$ cat src/chpe_pkg.sv
`timescale 1ns / 1ps
// Shared types and constants for the cubic Hermite point evaluator.
// No dependencies; imported by every module of the block.
package chpe_pkg;

	localparam int COORD_WIDTH = 32;
	localparam int T_FRAC_BITS = 16;
	localparam int PARAM_WIDTH = 32;
	localparam int CFG_IDX_W   = 4;

	// s = 1 - t needs one bit above the fraction
	localparam int T_W    = T_FRAC_BITS + 1;
	localparam int WGT_W  = T_FRAC_BITS + 2;
	localparam int WPROD_W = T_W + WGT_W;
	localparam int POS_W  = COORD_WIDTH + 1;
	localparam int PROD_W = POS_W + WGT_W + 1;
	localparam int SUM_W  = PROD_W + 2;

	localparam logic [T_W-1:0]     T_ONE   = T_W'(1) << T_FRAC_BITS;
	localparam logic [WPROD_W-1:0] W_HALF  = WPROD_W'(1) << (T_FRAC_BITS - 1);
	localparam logic signed [SUM_W-1:0] SUM_HALF = SUM_W'(1) <<< (T_FRAC_BITS - 1);
	localparam logic signed [SUM_W-1:0] SAT_MAX  = (SUM_W'(1) <<< (COORD_WIDTH - 1)) - 1;
	localparam logic signed [SUM_W-1:0] SAT_MIN  = -SAT_MAX - 1;

	typedef enum logic [CFG_IDX_W-1:0] {
		REG_START_POS_X = 4'd0,
		REG_START_POS_Y = 4'd1,
		REG_END_POS_X   = 4'd2,
		REG_END_POS_Y   = 4'd3,
		REG_START_TAN_X = 4'd4,
		REG_START_TAN_Y = 4'd5,
		REG_END_TAN_X   = 4'd6,
		REG_END_TAN_Y   = 4'd7
	} chpe_reg_t;

	typedef struct packed {
		logic signed [PARAM_WIDTH-1:0] param_t;
		logic signed [COORD_WIDTH-1:0] offset_x;
		logic signed [COORD_WIDTH-1:0] offset_y;
	} chpe_in_t;

	typedef struct packed {
		logic signed [COORD_WIDTH-1:0] point_x;
		logic signed [COORD_WIDTH-1:0] point_y;
	} chpe_out_t;

	// Per-stage load enables, driven by the pipeline control in the top level
	typedef struct packed {
		logic en_s1;
		logic en_s2;
		logic en_s3;
		logic en_s4;
		logic en_s5;
		logic en_s6;
	} chpe_stage_en_t;

	typedef struct packed {
		logic [WGT_W-1:0] w_a;
		logic [WGT_W-1:0] w_d;
		logic [WGT_W-1:0] w_u;
		logic [WGT_W-1:0] w_v;
	} chpe_weights_t;

endpackage

$ cat src/chpe_weights.sv
`timescale 1ns / 1ps
// Basis weight pipeline: t fraction in, four Hermite weights out after stage 3.
// Depends on chpe_pkg.
module chpe_weights import chpe_pkg::*; (
	input  logic                   clk,
	input  chpe_stage_en_t         ctl,
	input  logic [T_FRAC_BITS-1:0] t_frac,
	output chpe_weights_t          weights
);

	logic [T_FRAC_BITS-1:0] t_s1, t_s2;
	logic [T_W-1:0]         s_s1, s_s2;
	logic [T_W-1:0]         s2_s2, t2_s2;
	chpe_weights_t          w_s3;

	logic [WPROD_W-1:0] ss_prod, tt_prod;
	logic [WGT_W-1:0]   lin_a, lin_d;
	logic [WPROD_W-1:0] pa, pd, pu, pv;

	always_comb begin
		ss_prod = WPROD_W'(s_s1) * WPROD_W'(s_s1) + W_HALF;
		tt_prod = WPROD_W'(t_s1) * WPROD_W'(t_s1) + W_HALF;
		// 1 + 2t and 1 + 2s
		lin_a = WGT_W'(T_ONE) + {1'b0, t_s2, 1'b0};
		lin_d = WGT_W'(T_ONE) + {s_s2, 1'b0};
		pa = WPROD_W'(s2_s2) * WPROD_W'(lin_a) + W_HALF;
		pd = WPROD_W'(t2_s2) * WPROD_W'(lin_d) + W_HALF;
		pu = WPROD_W'(s2_s2) * WPROD_W'(t_s2) + W_HALF;
		pv = WPROD_W'(t2_s2) * WPROD_W'(s_s2) + W_HALF;
	end

	always_ff @(posedge clk) begin
		if (ctl.en_s1) begin
			t_s1 <= t_frac;
			s_s1 <= T_ONE - T_W'(t_frac);
		end
		if (ctl.en_s2) begin
			t_s2  <= t_s1;
			s_s2  <= s_s1;
			s2_s2 <= ss_prod[T_FRAC_BITS +: T_W];
			t2_s2 <= tt_prod[T_FRAC_BITS +: T_W];
		end
		if (ctl.en_s3) begin
			w_s3.w_a <= pa[T_FRAC_BITS +: WGT_W];
			w_s3.w_d <= pd[T_FRAC_BITS +: WGT_W];
			w_s3.w_u <= pu[T_FRAC_BITS +: WGT_W];
			w_s3.w_v <= pv[T_FRAC_BITS +: WGT_W];
		end
	end

	assign weights = w_s3;

endmodule

$ cat config.mk
export PLATFORM = sky130hd
export DESIGN_NAME = chpe_weights
export DESIGN_NICKNAME = d
export VERILOG_FILES = /design/src/chpe_pkg.sv /design/src/chpe_weights.sv
export SDC_FILE = /design/constraint.sdc
export NUM_CORES = 2
export LEC_CHECK = 0
export CAP_MARGIN = 15
export CORE_UTILIZATION = 55
export DETAILED_ROUTE_END_ITERATION = 10
export DONT_BUFFER_PORTS = 1
export GPL_TIMING_DRIVEN = 0
export PLACE_DENSITY_LB_ADDON = 0.2
export SETUP_SLACK_MARGIN = 0.05
export SYNTH_ARGS = -nofsm -noshare
export SYNTH_HDL_FRONTEND = slang
export SYNTH_SLANG_ARGS = --single-unit
$ cat constraint.sdc
create_clock -name clk -period 8.91 [get_ports clk]
set_input_delay 0.891 -clock clk [delete_from_list [all_inputs] [get_ports clk]]
set_output_delay 0.891 -clock clk [all_outputs]
set_load 0.005 [all_outputs]
==> flow_summary_export.csv <==
group,metric,value,unit
logic_synthesis,synth_top_area_share,45.3,%
clocking,cts.reportedPaths.clkPinSlew,90,ps
sta,finalCriticalPeriod,7980,ps
layout,area_delta_synth_final,4.16,%
clocking,cts_tree,"built",
clocking,post-cts-setup-buffer-count,0,
drt,routed_wl,129000,um
clocking,cts_buffer_depth,2,
sta,worst_slew_pin_slew,1160,ps
drt,drt_iter0_drc,2325,
logic_synthesis,synth_top_cells_by_count,"1659 x inv_1, 1197 x fa_1, 667 x ha_1",
layout,seqCellArea,5100,um2
drt,drt_pass1_iterations,6,
drt,ant_nets,0,
floorplanning,die_height,312,um
placement,io_buffers,0,
setup_path,cp-end-kind,"flip-flop",
sta,finalCritPeriodShare,89.6,%
global_routing,grt_max_degree,73,
sta,finalClockSkew,21.0,ps
logic_synthesis,ys_warn_count,0,
logic_synthesis,synth_edf_count,170,
job,maxCapViolCount,0,
logic_synthesis,ys_types,72,
clocking,post_cts_resized,0,
sta,slew_headroom,22.1,%
layout,drive_above_1_share,1.19,%
drt,vias,35200,
floorplanning,rows,113,
status,status,"complete, no violations",
logic_synthesis,syn_avg_cell_area,9.90,um2
setup_path,cp_data_required_time,9090,ps
setup_path,crit_fanout,10,
setup_path,startpoint_type,"flip-flop",
sta,finalMaxSlewViolations,0,
hold_path,hold_path_class,"in2reg",
clocking,cts_hold_buffers,0,
clocking,root_buffer,"clkbuf_16",
global_routing,grt_usage,28.1,%
logic_synthesis,async_reset_ff_share,0,%
floorplanning,die_x,312,um
clocking,htreeDepth,4,
placement,gp_congestion,0.920,
logic_synthesis,synthFlopType,"edfxtp_1",
logic_synthesis,synthesis.area,52900,um2
global_routing,grt_pass1_wl,208000,um
floorplanning,initial_utilization,55.6,%
drt,wire_per_inst,19.4,um
sta,final-setup-viol-count,0,
setup_path,worstPathArrival,8160,ps
sta,fin_setup_tns,0,ps
clocking,cts.sinks,170,
floorplanning,core_area,95200,um2
clocking,clock_latency,540,ps
sta,hold_viol_final,0,
floorplanning,ioPinCount,95,
setup_path,critPathKind,"reg2reg",
placement,hpwl,109000,um
layout,nFillCells,8331,
logic_synthesis,yosysSeqAreaShare,9.65,%
logic_synthesis,synthCells,5341,
layout,nets,7249,
logic_synthesis,synth.most_common_cell,"inv_1",
sta,fmax,125,MHz
logic_synthesis,synth_top_area_cell,"fa_1",
clocking,cts_made_buffers,17,
drt,post_drt_via_cell_ratio,5.29,
sta,rsz0062_at_grt,"no",
global_routing,antenna_found_initial,8,
layout,multi_input_area,41100,um2
floorplanning,dieArea,97400,um2
drt,drcViolationCount,0,
global_routing,grt_overflow_total,0,
global_routing,grt_pass1_vias,38400,
logic_synthesis,yosys-top-cells-area,"fa_1 45%, ha_1 16%, inv_1 12%",
logic_synthesis,ys_ff_latch,170,
[metrics by stage]
stage                     cell area, um2  util [%]  cells  setup slack (ps)  hold slack (ps)
final                              55100      57.9   6644               928              456
after global routing               55100      57.9   6640               644              440
after CTS                          55100      57.9   6640               982              424
after detailed placement           54500      57.2   6608              1020              633
after global placement             54500      57.2   6608              1130              628
after floorplan                    52900         -   5343              2680              451
[critical path: stages, from the launching register on]
cell,delay (ps)
edfxtp_1,340
clkbuf_1,580
clkbuf_1,630
nand2_1,190
fa_1,580
fa_1,480
fa_1,560
inv_1,60
fa_1,510
fa_1,540
inv_1,70
fa_1,480
inv_1,50
ha_1,280
a21oi_1,120
nand2_1,70
o21ai_0,150
a311oi_4,700
o21ai_2,190
a211oi_4,540
or4b_2,220
nand4_1,270
[path summary, 6_finish.rpt]
path                            slack, ps  cells past startpoint     endpoint  startpoint
worst max register to register        930                     21  weights[43]    t2_s2[4]
worst min-delay path                  460                      0     t_s1[15]  t_frac[15]
worst min register to register        670                      0      t_s2[1]     t_s1[1]
worst max-delay path                  930                     21  weights[43]    t2_s2[4]
[kinds of logic after synthesis]
logic type | after synthesis | synth area share, %
AOI/OAI and AO/OA | 281 | 3.66
xor gates and xnor gates | 131 | 2.17
adders and majority gates | 1864 | 61.1
buffers and inverters | 1778 | 12.6
DFF | 170 | 9.65
muxes | 2 | 0.0426
other | 1 | 0.00709
and+or+nand+nor | 1114 | 10.7
[cells in the final DEF (no fill, tap or decap), drive strengths merged, types with 20 or more instances in the layout]
master	netlist	layout
a21o	48	48
a21oi	85	85
and2	428	428
clkbuf	117	134
edfxtp	170	170
fa	1197	1197
ha	667	667
inv	1659	1666
nand2	440	440
nand3	22	22
nor2	84	84
nor2b	42	42
nor3	20	20
o21a	22	22
o21ai	43	43
xnor2	92	92
xor2	39	39
[routing by layer]
layer,track usage (%),vias up,share of wire [%]
met2,44.6,1223,46
met3,5.18,211,8.0
met4,8.57,0,2.9
met1,39.4,18000,43
met5,0,-,0
li1,-,15800,-
[state kept, by name, summed over array words and instances (netlist names)]
name	count
t_s2	16
s2_s2	17
t_s1	16
t2_s2	17
s_s2	16
weights	72
s_s1	16
[area by class of cell]
class	instances	area share, %
Inverter	1659	11.3
Antenna cell	4	0.0182
Tap cell	1265	2.87
Buffer	119	0.825
Multi-Input combinational cell	3395	74.6
Clock inverter	15	0.314
Clock buffer	17	0.772
Sequential cell	170	9.27
Power is left out: the tool's default activity adds up to more than one toggle a clock period on the data nets, which glitch-free logic cannot reach.
